**src/rtl/usf_pkg.sv**
```systemverilog
`timescale 1ns / 1ps
`default_nettype none
// ----------------------------------------------------------------------------
// usf_pkg: shared types for the universal sink finder
// Item layouts, controller state, and command/status bundles.
// ----------------------------------------------------------------------------
package usf_pkg;

    localparam int NODE_W  = 5;
    localparam int COUNT_W = 6;
    localparam logic [COUNT_W-1:0] NODE_COUNT_RESET = 6'd32;

    typedef enum logic [0:0] {
        OP_ADD   = 1'b0,
        OP_QUERY = 1'b1
    } op_t;

    typedef struct packed {
        op_t               op;
        logic [NODE_W-1:0] from_node;
        logic [NODE_W-1:0] to_node;
    } in_item_t;

    typedef struct packed {
        logic              sink_found;
        logic [NODE_W-1:0] sink_idx;
    } out_item_t;

    typedef enum logic [2:0] {
        ST_IDLE,
        ST_ADD_RD,
        ST_ADD_WR,
        ST_Q_INIT,
        ST_Q_ELIM,
        ST_Q_COL,
        ST_Q_OUT
    } state_t;

    typedef struct packed {
        logic load_item;
        logic add_rd;
        logic add_wr;
        logic q_init;
        logic elim_step;
        logic elim_end;
        logic col_step;
        logic out_load;
    } dp_cmd_t;

    typedef struct packed {
        logic add_ok;
        logic n_zero;
        logic elim_done;
        logic col_done;
        logic out_free;
    } dp_sts_t;

endpackage : usf_pkg
`default_nettype wire

```
**src/rtl/universal_sink_finder.sv**
```systemverilog
`timescale 1ns / 1ps
`default_nettype none
// ----------------------------------------------------------------------------
// universal_sink_finder: universal sink search over an adjacency bit matrix
// Stores edges added one at a time and answers sink queries.
//
//   Channel   Direction  Handshake            Payload
//   s_        in         s_valid / s_ready    in_item_t  (op, from_node, to_node)
//   m_        out        m_valid / m_ready    out_item_t (sink_found, sink_idx)
//   cfg_      in         cfg_wr_en            node_count (6 bits)
//
// An add reads the row, then writes it back; a dropped add does neither. A query
// runs candidate elimination, then the column check, one row read per cycle;
// with no nodes in use it skips both passes and goes straight to its output step.
// Reset clears all rows at once through per-row valid bits; no sweep.
// A finished result waits in the output register; the next item is taken
// meanwhile, and a query stalls only at its end if that register is full.
// ----------------------------------------------------------------------------
module universal_sink_finder #(
    parameter int MAX_NODES = 32
) (
    input  wire logic                        aclk,
    input  wire logic                        aresetn,
    input  wire logic                        s_valid,
    output logic                             s_ready,
    input  wire usf_pkg::in_item_t           s_data,
    output logic                             m_valid,
    input  wire logic                        m_ready,
    output usf_pkg::out_item_t               m_data,
    input  wire logic                        cfg_wr_en,
    input  wire logic [usf_pkg::COUNT_W-1:0] cfg_wr_data
);
    import usf_pkg::*;

    dp_cmd_t cmd;
    dp_sts_t sts;
    state_t  state;

    usf_ctrl u_ctrl (
        .aclk    (aclk),
        .aresetn (aresetn),
        .s_valid (s_valid),
        .s_op    (s_data.op),
        .s_ready (s_ready),
        .sts     (sts),
        .cmd     (cmd),
        .state   (state)
    );

    usf_dp #(
        .MAX_NODES (MAX_NODES)
    ) u_dp (
        .aclk        (aclk),
        .aresetn     (aresetn),
        .s_data      (s_data),
        .cfg_wr_en   (cfg_wr_en),
        .cfg_wr_data (cfg_wr_data),
        .cmd         (cmd),
        .sts         (sts),
        .m_ready     (m_ready),
        .m_valid     (m_valid),
        .m_data      (m_data)
    );

    a_add_no_result: assert property (@(posedge aclk) disable iff (!aresetn)
        s_valid && s_ready && (s_data.op == OP_ADD) && !m_valid |=> !m_valid)
        else $error("add transfer produced a result");

    a_result_from_out: assert property (@(posedge aclk) disable iff (!aresetn)
        $rose(m_valid) |-> $past(state == ST_Q_OUT))
        else $error("result raised outside the output step");

    a_query_busy: assert property (@(posedge aclk) disable iff (!aresetn)
        s_valid && s_ready && (s_data.op == OP_QUERY) |=> !s_ready)
        else $error("input ready during a query");

endmodule : universal_sink_finder
`default_nettype wire

```
**src/rtl/usf_ram.sv**
```systemverilog
`timescale 1ns / 1ps
`default_nettype none
// ----------------------------------------------------------------------------
// usf_ram: generic single-write, single-read RAM
// One write port, one read port with registered read data.
// ----------------------------------------------------------------------------
module usf_ram #(
    parameter int WIDTH = 32,
    parameter int DEPTH = 32
) (
    input  wire logic                     aclk,
    input  wire logic                     we,
    input  wire logic [$clog2(DEPTH)-1:0] waddr,
    input  wire logic [WIDTH-1:0]         wdata,
    input  wire logic [$clog2(DEPTH)-1:0] raddr,
    output logic      [WIDTH-1:0]         rdata
);

    logic [WIDTH-1:0] mem [DEPTH];

    always_ff @(posedge aclk) begin
        if (we) begin
            mem[waddr] <= wdata;
        end
        rdata <= mem[raddr];
    end

endmodule : usf_ram
`default_nettype wire

```
**src/rtl/usf_ctrl.sv**
```systemverilog
`timescale 1ns / 1ps
`default_nettype none
// ----------------------------------------------------------------------------
// usf_ctrl: sequencing controller
// Steps edge adds and the elimination and column-check passes of a query.
// ----------------------------------------------------------------------------
module usf_ctrl (
    input  wire logic             aclk,
    input  wire logic             aresetn,
    input  wire logic             s_valid,
    input  wire usf_pkg::op_t     s_op,
    output logic                  s_ready,
    input  wire usf_pkg::dp_sts_t sts,
    output usf_pkg::dp_cmd_t      cmd,
    output usf_pkg::state_t       state
);
    import usf_pkg::*;

    state_t state_reg;
    state_t state_next;

    always_ff @(posedge aclk) begin
        if (!aresetn) begin
            state_reg <= ST_IDLE;
        end else begin
            state_reg <= state_next;
        end
    end

    always_comb begin
        state_next = state_reg;
        cmd        = '0;
        s_ready    = 1'b0;
        case (state_reg)
            ST_IDLE: begin
                s_ready = 1'b1;
                if (s_valid) begin
                    cmd.load_item = 1'b1;
                    state_next    = (s_op == OP_QUERY) ? ST_Q_INIT : ST_ADD_RD;
                end
            end
            ST_ADD_RD: begin
                if (sts.add_ok) begin
                    cmd.add_rd = 1'b1;
                    state_next = ST_ADD_WR;
                end else begin
                    state_next = ST_IDLE;
                end
            end
            ST_ADD_WR: begin
                cmd.add_wr = 1'b1;
                state_next = ST_IDLE;
            end
            ST_Q_INIT: begin
                cmd.q_init = 1'b1;
                state_next = sts.n_zero ? ST_Q_OUT : ST_Q_ELIM;
            end
            ST_Q_ELIM: begin
                if (sts.elim_done) begin
                    cmd.elim_end = 1'b1;
                    state_next   = ST_Q_COL;
                end else begin
                    cmd.elim_step = 1'b1;
                end
            end
            ST_Q_COL: begin
                cmd.col_step = 1'b1;
                if (sts.col_done) begin
                    state_next = ST_Q_OUT;
                end
            end
            ST_Q_OUT: begin
                if (sts.out_free) begin
                    cmd.out_load = 1'b1;
                    state_next   = ST_IDLE;
                end
            end
            default: begin
                state_next = ST_IDLE;
            end
        endcase
    end

    assign state = state_reg;

endmodule : usf_ctrl
`default_nettype wire

```
**src/rtl/usf_dp.sv**
```systemverilog
`timescale 1ns / 1ps
`default_nettype none
// ----------------------------------------------------------------------------
// usf_dp: adjacency storage and query datapath
// Row memory with per-row valid bits, candidate tracking, output register.
// ----------------------------------------------------------------------------
module usf_dp #(
    parameter int MAX_NODES = 32
) (
    input  wire logic                          aclk,
    input  wire logic                          aresetn,
    input  wire usf_pkg::in_item_t             s_data,
    input  wire logic                          cfg_wr_en,
    input  wire logic [usf_pkg::COUNT_W-1:0]   cfg_wr_data,
    input  wire usf_pkg::dp_cmd_t              cmd,
    output usf_pkg::dp_sts_t                   sts,
    input  wire logic                          m_ready,
    output logic                               m_valid,
    output usf_pkg::out_item_t                 m_data
);
    import usf_pkg::*;

    localparam int IW = $clog2(MAX_NODES);
    localparam int CW = $clog2(MAX_NODES + 1);

    logic [COUNT_W-1:0]   nc_reg;
    in_item_t             item_reg;
    logic [MAX_NODES-1:0] vld_reg;
    logic                 rd_vld_reg;
    logic [IW-1:0]        cand_reg;
    logic [MAX_NODES-1:0] cand_row_reg;
    logic                 take_reg;
    logic                 ok_reg;
    logic [CW-1:0]        j_reg;
    logic [CW-1:0]        r_reg;
    logic                 out_valid_reg;
    out_item_t            out_reg;

    logic [CW-1:0]        n_eff;
    logic [IW-1:0]        f_idx;
    logic [IW-1:0]        j_idx;
    logic [IW-1:0]        ra;
    logic [MAX_NODES-1:0] ram_q;
    logic [MAX_NODES-1:0] row_data;
    logic [MAX_NODES-1:0] cur_row;
    logic [MAX_NODES-1:0] mask;
    logic [MAX_NODES-1:0] wr_row;
    logic [CW-1:0]        prev_r;
    logic                 col_fail;

    assign n_eff  = (int'(nc_reg) > MAX_NODES) ? CW'(MAX_NODES) : CW'(nc_reg);
    assign f_idx  = IW'(item_reg.from_node);
    assign j_idx  = j_reg[IW-1:0];
    assign row_data = rd_vld_reg ? ram_q : '0;
    assign cur_row  = take_reg ? row_data : cand_row_reg;
    assign wr_row   = row_data | (MAX_NODES'(1) << item_reg.to_node);
    assign prev_r   = r_reg - CW'(1);
    assign col_fail = (r_reg != '0) && (prev_r != CW'(cand_reg)) && !row_data[cand_reg];

    always_comb begin
        for (int i = 0; i < MAX_NODES; i++) begin
            mask[i] = (i < int'(n_eff));
        end
    end

    always_comb begin
        ra = '0;
        if (cmd.add_rd) begin
            ra = f_idx;
        end else if (cmd.elim_step) begin
            ra = j_idx;
        end else if (cmd.col_step) begin
            ra = r_reg[IW-1:0];
        end
    end

    usf_ram #(
        .WIDTH (MAX_NODES),
        .DEPTH (MAX_NODES)
    ) u_rows (
        .aclk  (aclk),
        .we    (cmd.add_wr),
        .waddr (f_idx),
        .wdata (wr_row),
        .raddr (ra),
        .rdata (ram_q)
    );

    always_ff @(posedge aclk) begin
        if (!aresetn) begin
            nc_reg        <= NODE_COUNT_RESET;
            vld_reg       <= '0;
            out_valid_reg <= 1'b0;
        end else begin
            if (cfg_wr_en) begin
                nc_reg <= cfg_wr_data;
            end
            if (cmd.add_wr) begin
                vld_reg[f_idx] <= 1'b1;
            end
            if (cmd.out_load) begin
                out_valid_reg <= 1'b1;
            end else if (m_ready) begin
                out_valid_reg <= 1'b0;
            end
        end
    end

    always_ff @(posedge aclk) begin
        rd_vld_reg <= vld_reg[ra];
        if (cmd.load_item) begin
            item_reg <= s_data;
        end
        if (cmd.q_init) begin
            cand_reg <= '0;
            take_reg <= 1'b1;
            ok_reg   <= (n_eff != '0);
            j_reg    <= CW'(1);
        end
        if (cmd.elim_step) begin
            cand_row_reg <= cur_row;
            take_reg     <= cur_row[j_idx];
            if (cur_row[j_idx]) begin
                cand_reg <= j_idx;
            end
            j_reg <= j_reg + CW'(1);
        end
        if (cmd.elim_end) begin
            ok_reg <= ((cur_row & mask) == '0);
            r_reg  <= '0;
        end
        if (cmd.col_step) begin
            if (col_fail) begin
                ok_reg <= 1'b0;
            end
            if (r_reg != n_eff) begin
                r_reg <= r_reg + CW'(1);
            end
        end
        if (cmd.out_load) begin
            out_reg.sink_found <= ok_reg;
            out_reg.sink_idx   <= ok_reg ? NODE_W'(cand_reg) : '0;
        end
    end

    assign sts.add_ok    = (int'(item_reg.from_node) < int'(n_eff)) &&
                           (int'(item_reg.to_node) < int'(n_eff));
    assign sts.n_zero    = (n_eff == '0);
    assign sts.elim_done = (j_reg == n_eff);
    assign sts.col_done  = (r_reg == n_eff);
    assign sts.out_free  = !out_valid_reg || m_ready;

    assign m_valid = out_valid_reg;
    assign m_data  = out_reg;

endmodule : usf_dp
`default_nettype wire
```
**config.mk**
```make
export PLATFORM = sky130hd
export DESIGN_NAME = universal_sink_finder
export DESIGN_NICKNAME = d
export VERILOG_FILES = /design/src/rtl/usf_pkg.sv /design/src/rtl/universal_sink_finder.sv /design/src/rtl/usf_ram.sv /design/src/rtl/usf_ctrl.sv /design/src/rtl/usf_dp.sv
export SDC_FILE = /design/constraint.sdc
export NUM_CORES = 2
export LEC_CHECK = 0
export ABC_CLOCK_PERIOD_IN_PS = 8900
export CORE_ASPECT_RATIO = 0.8
export CORE_MARGIN = 2
export CORE_UTILIZATION = 30
export DETAILED_ROUTE_END_ITERATION = 12
export DONT_BUFFER_PORTS = 1
export MAX_ROUTING_LAYER = met4
export PLACE_DENSITY = 0.49
export REMOVE_ABC_BUFFERS = 1
export SLEW_MARGIN = 30
export SYNTH_ARGS = -nofsm -noshare
export SYNTH_HDL_FRONTEND = slang
export SYNTH_SLANG_ARGS = --single-unit
```
**constraint.sdc**
```tcl
create_clock -name aclk -period 8.9 [get_ports aclk]
set_input_delay 2.67 -clock aclk [delete_from_list [all_inputs] [get_ports aclk]]
set_output_delay 2.67 -clock aclk [all_outputs]
set_load 0.01 [all_outputs]
```
== After elaboration in Yosys (flattened, before gate mapping) ==
Memories as Yosys holds them, arrays and structs flattened. A register that Yosys moved wholly into a read port is not among the register bits.
Cells that the tools add are included.
W data, S select, Z words.
Word-level totals
  bits in writable memories: 1024
  word-level logic and storage cells: 145
  memories kept: 1
  flip-flop bits (word level): 110
  bits of input ports: 22
Memory list
  u_dp.u_rows.mem: words 32, width 32, read ports 1, clocked after Yosys merged registers in 1, write ports 1, RTL line usf_ram.sv:19  | logic [WIDTH-1:0] mem [DEPTH];
Cells by class
  order comparisons: 40
  shifts and indexed selects: 1
  reduce and logical (&&, ||, !) cells: 15
  $add $sub $neg: 3
  equality and inequality tests: 14
  bitwise gates (word level): 3
  muxes and demuxes: 53
Operators with widths (count)
  $lt A5 B6 Y1 const A: 16
  $mux W32: 2
  $or A32 B32 Y32: 2
  $lt A4 B6 Y1 const A: 8
  $mux W6: 6
  $and A32 B32 Y32: 1
  $logic_not A32 Y1: 1
  $shl A1 B5 Y32 const A: 1
  $mux W5: 6
  $mux W1: 26
  $lt A3 B6 Y1 const A: 4
  $lt A5 B6 Y1 const B: 4
  $pmux W3 S6: 1
  $bmux W1 S5: 3
  $add A6 B1 Y6 const B: 2
  $eq A6 B6 Y1: 2
  $lt A1 B6 Y1 const A: 2
  $lt A2 B6 Y1 const A: 2
  $lt A5 B6 Y1: 2
  $mux W3: 4
  $reduce_bool A6 Y1: 2
  $eq A3 B3 Y1 const B: 3
  $mux W2: 4
  $ne A2 B2 Y1 const B: 4
  15 further kinds: 21

== Logic depth before layout (Yosys ltp) ==
  depth after elaboration: 9
  depth in mapped cells: 20
  depth with buffers taken out: 13

== Modules after synthesis ==
Synthesis repeated with hierarchy kept, for this count alone.
Second synthesis, totals
  cells, all modules: 3053
  area total of the unflattened synthesis: 47677.0 µm²
Modules (own cells, without submodules)
  usf_ram: instances 1, cells an instance 2260, area each 40491.3 µm², sequential area each 31390.1 µm²
  usf_dp: instances 1, cells an instance 758, area each 6904.1 µm², sequential area each 2692.6 µm²
  usf_ctrl: instances 1, cells an instance 35, area each 281.5 µm², sequential area each 60.1 µm²

== Worst setup path after synthesis ==
Ideal clock, no wire load.
  path type: reg2reg
  start: register u_dp.nc_reg[2]
  end: register u_dp.u_rows.rdata[29] (read register of u_dp.u_rows.mem)
  path slack: 5.169 ns
  setup time: 0.103 ns
  clock period less this slack: 3.731 ns
  arrival time: 3.628 ns
  cell stages (with the launch flop): 18
  path through: dfxtp_1 -> clkbuf_1 -> nor2b_1 -> inv_1 -> ha_1 -> nor4_1 -> o21ai_1 -> a22o_1 -> or3_1 -> buf_2 -> mux2_4 -> buf_2 -> buf_2 -> buf_2 -> nand2_1 -> a31oi_1 -> o22ai_1 -> a2111oi_2
Between the ends
  longest elaborated chain between the ends: 7
  elaborated cells on any way between the ends: 12
  classes of those cells: order compare: 3; eq/ne: 1; mux: 7; reduce/logical: 1
RTL lines
  start: declaration: RTL line usf_dp.sv:26  | logic [COUNT_W-1:0] nc_reg;
  start signal: assignment: RTL line usf_dp.sv:96  | nc_reg <= cfg_wr_data;
  $gt A6 B6 Y1: RTL line usf_dp.sv:51  | assign n_eff = (int'(nc_reg) > MAX_NODES) ? CW'(MAX_NODES) : CW'(nc_reg);
  $mux W6 *: RTL line usf_dp.sv:51
  $lt A5 B6 Y1, or another cell as far along: RTL line usf_dp.sv:146  | assign sts.add_ok = (int'(item_reg.from_node) < int'(n_eff)) &&
  $logic_and A1 B1 Y1 or $mux W1 (tied branches): RTL line usf_dp.sv:146, usf_ctrl.sv:59
  $mux W1 or $mux W2 (tied branches): RTL line usf_ctrl.sv:43, usf_ctrl.sv:34
  $mux W1 or $mux W5 (tied branches): RTL line usf_ctrl.sv:34, usf_dp.sv:70
  $mux W5 *: RTL line usf_dp.sv:68  | if (cmd.add_rd) begin
  end: declaration: RTL line usf_ram.sv:16  | output logic [WIDTH-1:0] rdata
Mark *: on every way between the ends. The rest lies on a longest branch, timed or not.
A chain may end at the register's enable or synchronous reset.

== Worst setup path in the final report ==
  start: register u_dp.nc_reg[1]
  end: register u_dp.rd_vld_reg
Between the ends
  longest elaborated chain between the ends: 9
  elaborated cells on any way between the ends: 14
  classes of those cells: order compare: 3; eq/ne: 1; mux: 9; reduce/logical: 1
RTL lines
  $gt A6 B6 Y1: RTL line usf_dp.sv:51
  $mux W6 *: RTL line usf_dp.sv:51
  $lt A5 B6 Y1, or another cell as far along: RTL line usf_dp.sv:146
  $logic_and A1 B1 Y1 or $mux W1 (tied branches): RTL line usf_dp.sv:146, usf_ctrl.sv:59
  $mux W1 or $mux W2 (tied branches): RTL line usf_ctrl.sv:43, usf_ctrl.sv:34
  $mux W1 or $mux W5 (tied branches): RTL line usf_ctrl.sv:34, usf_dp.sv:70
  $mux W5 *: RTL line usf_dp.sv:68
  $bmux W1 S5 *: RTL line usf_dp.sv:110  | rd_vld_reg <= vld_reg[ra];
  $mux W1 (not written as such) *: RTL line usf_dp.sv:110
  end signal: assignment: RTL line usf_dp.sv:110
  end: declaration: RTL line usf_dp.sv:29  | logic rd_vld_reg;
Mark *: on every way between the ends. The rest lies on a longest branch, timed or not. The select of a mux whose other input is x is not followed.

==> run summary <==
RUN
----------------------------------------------------------------------------------------
# Max-Cap Violations                                                                   0

DRT
----------------------------------------------------------------------------------------
Remaining design rule violation count                                                  0
Detail-routed via count per cell                                                    5.13
Total length of routed wires                                                      150 mm
Initial DRC Count                                                                   4100
Routed wire length per instance                                                  25.3 um
Max layer used                                                                      met4
Routed via count                                                                   30428
Antenna violation net count after detailed routing                                     0
Number of search-and-repair iterations in the first detailed-routing pass              5
Sum of routed wire segments on met1                                              70.1 mm
Met3 wire length                                                                 12.8 mm
Routed length on met2                                                            63.5 mm

CTS
----------------------------------------------------------------------------------------
H-tree levels                                                                          3
Clock sink count                                                                    1166
Count of instances resized after the clock tree is built                               0
Deepest clock path buffer count                                                        3
Clock root buffer master                                                    sky130_fd_sc_hd__clkbuf_16
Clock slew at reported path FFs                                                    60 ps
Clock latency reported for the late side of the worst-skew pair                   760 ps
Clock tree from TritonCTS                                                           done
Setup Buffers After CTS                                                                0
CTS hold repair buffers                                                                0
Number of CTS-inserted buffers                                                       114

MIN PATH
----------------------------------------------------------------------------------------
HP Class                                                                    flop to flop

FLOORPLAN
----------------------------------------------------------------------------------------
Core Rows                                                                            130
Overall die width                                                                 448 um
Die outline height                                                                359 um
Effective utilization at floorplan                                                 30.2%
Overall die area                                                             161000 um^2
Num ports                                                                             30
Core ar.                                                                     157000 um^2

SETUP PATH
----------------------------------------------------------------------------------------
Type of element capturing the critical path                                         flop
Startpoint types                                                                    flop
Classification of the worst setup path                                      flop to flop
Critical path data required time                                                 9540 ps
Sequence of cells on the critical path                                      nor2b_1 > inv_1 > ha_1 > nor4b_2 > o21ai_1 > a22o_1 > nor3_2 > a21o_4 > buf_4 > nand2_1 > nand3_1 > a21oi_1 > or4_1 > nor3_1
Critical-path maximum fanout                                                          55
Arrival @ worst endpoint                                                         6290 ps
Slowest cell on crit path                                                   sky130_fd_sc_hd__a21o_4
Max stage delay on crit path                                                      800 ps

STA
----------------------------------------------------------------------------------------
Tightest slew margin relative to the limit                                         31.2%
Unrepaired setup endpoints after global routing                                       no
Worst Skew                                                                       24.1 ps
Final number of setup-violating endpoints                                              0
Final max-slew violation count                                                         0
Final setup margin                                                               3250 ps
Share of the cycle needed by the critical path after routing                       63.5%
Fin crit period                                                                  5650 ps
Setup_tns                                                                           0 ps
Transition time at the pin with the least slew margin                            1030 ps
Number of endpoints with negative hold slack in the final report                       0
Achievable clock frequency                                                       177 MHz

YOSYS
----------------------------------------------------------------------------------------
Mean cell area of the mapped netlist                                           12.6 um^2
Count of state elements after synthesis                                             1166
Number of flops mapped to enable cells by yosys                                     1079
Prevailing post-synth register cell                                         sky130_fd_sc_hd__edfxtp_1
Post-synthesis async set-or-reset flop share                                          0%
Sequential fraction of the synthesis area                                          72.1%
Number of distinct library cells after synthesis                                      77
Synthesis Warnings                                                                     0
Cell area after synthesis                                                     47300 um^2
Post-synthesis instance total                                                       3753

GLOBAL ROUTE
----------------------------------------------------------------------------------------
Total Routing Usage GR                                                             18.9%
Number of antenna violations at the first check in global routing                      6
Maximum number of pins on one net before global-route repair                         141
Number of global-route vias before repair                                          28600
Total gr overflow                                                                      0
Wire length of the first global-routing pass                                      214 mm

POWER
----------------------------------------------------------------------------------------
Part of the total power dissipated in sequential elements                          44.0%
Internal Dissipation                                                            0.0108 W
Areal power density over the cells                                           302 nW/um^2
Combinational group share of total power                                           24.9%
Peak VDD IR                                                                     0.198 mV
Proportion of total power due to net switching                                     33.9%
Lkg Pwr                                                                          18.4 nW
Clock network fraction of total power                                              31.2%
Net switching component of the power                                           0.00554 W

FINAL LAYOUT
----------------------------------------------------------------------------------------
Signed area change from the synthesized netlist to the final layout                14.4%
Most common cell after layout, fill and taps aside                          sky130_fd_sc_hd__edfxtp_1
Finished Core Util                                                                 34.5%
Reg with most FFs                                                           u_dp.u_rows.mem
Share of post-route cells with drive strength above 1                              10.5%
Post-layout net count                                                               3742
Number of flip-flops in the largest register                                        1024
Highest-count cells in the layout ignoring fill and taps                    1079 x sky130_fd_sc_hd__edfxtp_1, 1039 x sky130_fd_sc_hd__nand2_1, 285 x sky130_fd_sc_hd__nand3_1

PLACE
----------------------------------------------------------------------------------------
Worst setup slack after placement                                                3180 ps
Count of input and output buffers                                                      0
HPWL after detailed placement                                                    80.7 mm
Routability congestion estimate from global placement                              0.823

STATUS
----------------------------------------------------------------------------------------
Outcome                                                                        completed

[metal layers]
metal,up-vias,global-route usage [%]
met5,-,-
met3,183,4.31
met1,15400,27.8
met4,0,4.93
met2,1174,25.9
li1,13671,-
[metrics by stage]
step	total power [W]	hold slack, ps	cells	area (um^2)
3_3_place_gp	0.0113	449	5701	50000
4_1_cts	0.0164	472	5918	54100
3_5_place_dp	0.0113	458	5701	50200
5_1_grt	0.0170	499	5928	54200
6_report	0.0163	468	5928	54200
2_1_floorplan	0.00975	440	3509	46300
[power groups by stage]
stage / Combinational [W] / Clock, W / Sequential [W]
floorplan: 0.00268 / 0 / 0.00707
global placement: 0.00400 / 0 / 0.00730
detailed placement: 0.00406 / 0 / 0.00728
CTS: 0.00407 / 0.00517 / 0.00717
global route: 0.00444 / 0.00540 / 0.00720
finish: 0.00407 / 0.00509 / 0.00719
[final timing paths]
check | start | to | slack (ps) | cells past startpoint
setup / recovery | u_dp.nc_reg[1]$_SDFFE_PN0P_ | u_dp.rd_vld_reg$_DFF_P_ | 3250 | 14
setup reg to reg | u_dp.nc_reg[1]$_SDFFE_PN0P_ | u_dp.rd_vld_reg$_DFF_P_ | 3250 | 14
hold / removal | u_dp.vld_reg[3]$_SDFFE_PN0P_ | u_dp.vld_reg[3]$_SDFFE_PN0P_ | 470 | 2
hold reg to reg | u_dp.vld_reg[3]$_SDFFE_PN0P_ | u_dp.vld_reg[3]$_SDFFE_PN0P_ | 470 | 2
[final cells by class]
| class | count | area, um^2 |
|---|---|---|
| Tap cell | 2112 | 2640 |
| Timing Repair Buffer | 84 | 729 |
| Fill cell | 15336 | 103000 |
| Clock buffer | 159 | 3210 |
| Multi-Input combinational cell | 2293 | 12500 |
| Antenna cell | 6 | 15.0 |
| Sequential cell | 1166 | 34100 |
| Inverter | 50 | 188 |
| Clock inverter | 58 | 714 |
[cells in the mapped netlist (13+ instances only)]
| library cell | count | share of area, % |
|---|---|---|
| sky130_fd_sc_hd__buf_1 | 26 | 0.21 |
| sky130_fd_sc_hd__o21ai_0 | 83 | 0.88 |
| sky130_fd_sc_hd__dfxtp_1 | 87 | 3.7 |
| sky130_fd_sc_hd__a32o_1 | 22 | 0.47 |
| sky130_fd_sc_hd__inv_1 | 48 | 0.38 |
| sky130_fd_sc_hd__nand3_1 | 285 | 3.0 |
| sky130_fd_sc_hd__clkbuf_1 | 128 | 1.0 |
| sky130_fd_sc_hd__a311oi_1 | 26 | 0.48 |
| sky130_fd_sc_hd__nor2b_1 | 13 | 0.17 |
| sky130_fd_sc_hd__edfxtp_1 | 1079 | 68 |
| sky130_fd_sc_hd__buf_2 | 84 | 0.89 |
| sky130_fd_sc_hd__nor3_1 | 23 | 0.24 |
| sky130_fd_sc_hd__nand2_1 | 1041 | 8.3 |
| sky130_fd_sc_hd__nor4_1 | 21 | 0.28 |
| sky130_fd_sc_hd__nor2_1 | 140 | 1.1 |
| sky130_fd_sc_hd__a31oi_1 | 83 | 1.1 |
| sky130_fd_sc_hd__nand4_1 | 21 | 0.28 |
| sky130_fd_sc_hd__mux4_2 | 20 | 0.95 |
| sky130_fd_sc_hd__and3_1 | 96 | 1.3 |
| sky130_fd_sc_hd__o22ai_1 | 39 | 0.52 |
| sky130_fd_sc_hd__a21oi_1 | 127 | 1.3 |
| sky130_fd_sc_hd__mux2i_1 | 55 | 1.2 |
[logic make-up after synthesis]
| kind of cell | synth area share, % |
|---|---|
| simple gates | 15.8 |
| flops | 72.1 |
| compound gates | 6.66 |
| buf+inv | 2.62 |
| mux | 2.27 |
| xor+xnor | 0.259 |
| fa+ha+maj | 0.291 |
[critical path, delay by kind of cell, from the launching register on]
kind                     cells  cell delay, ps
buffers and inverters        2             940
AO/OA/AOI/OAI                4            1290
AND/OR/NAND/NOR              7            2450
adder cells (fa/ha/maj)      1             250
flip-flops                   1             540
Power figures use the tool's default switching activity.
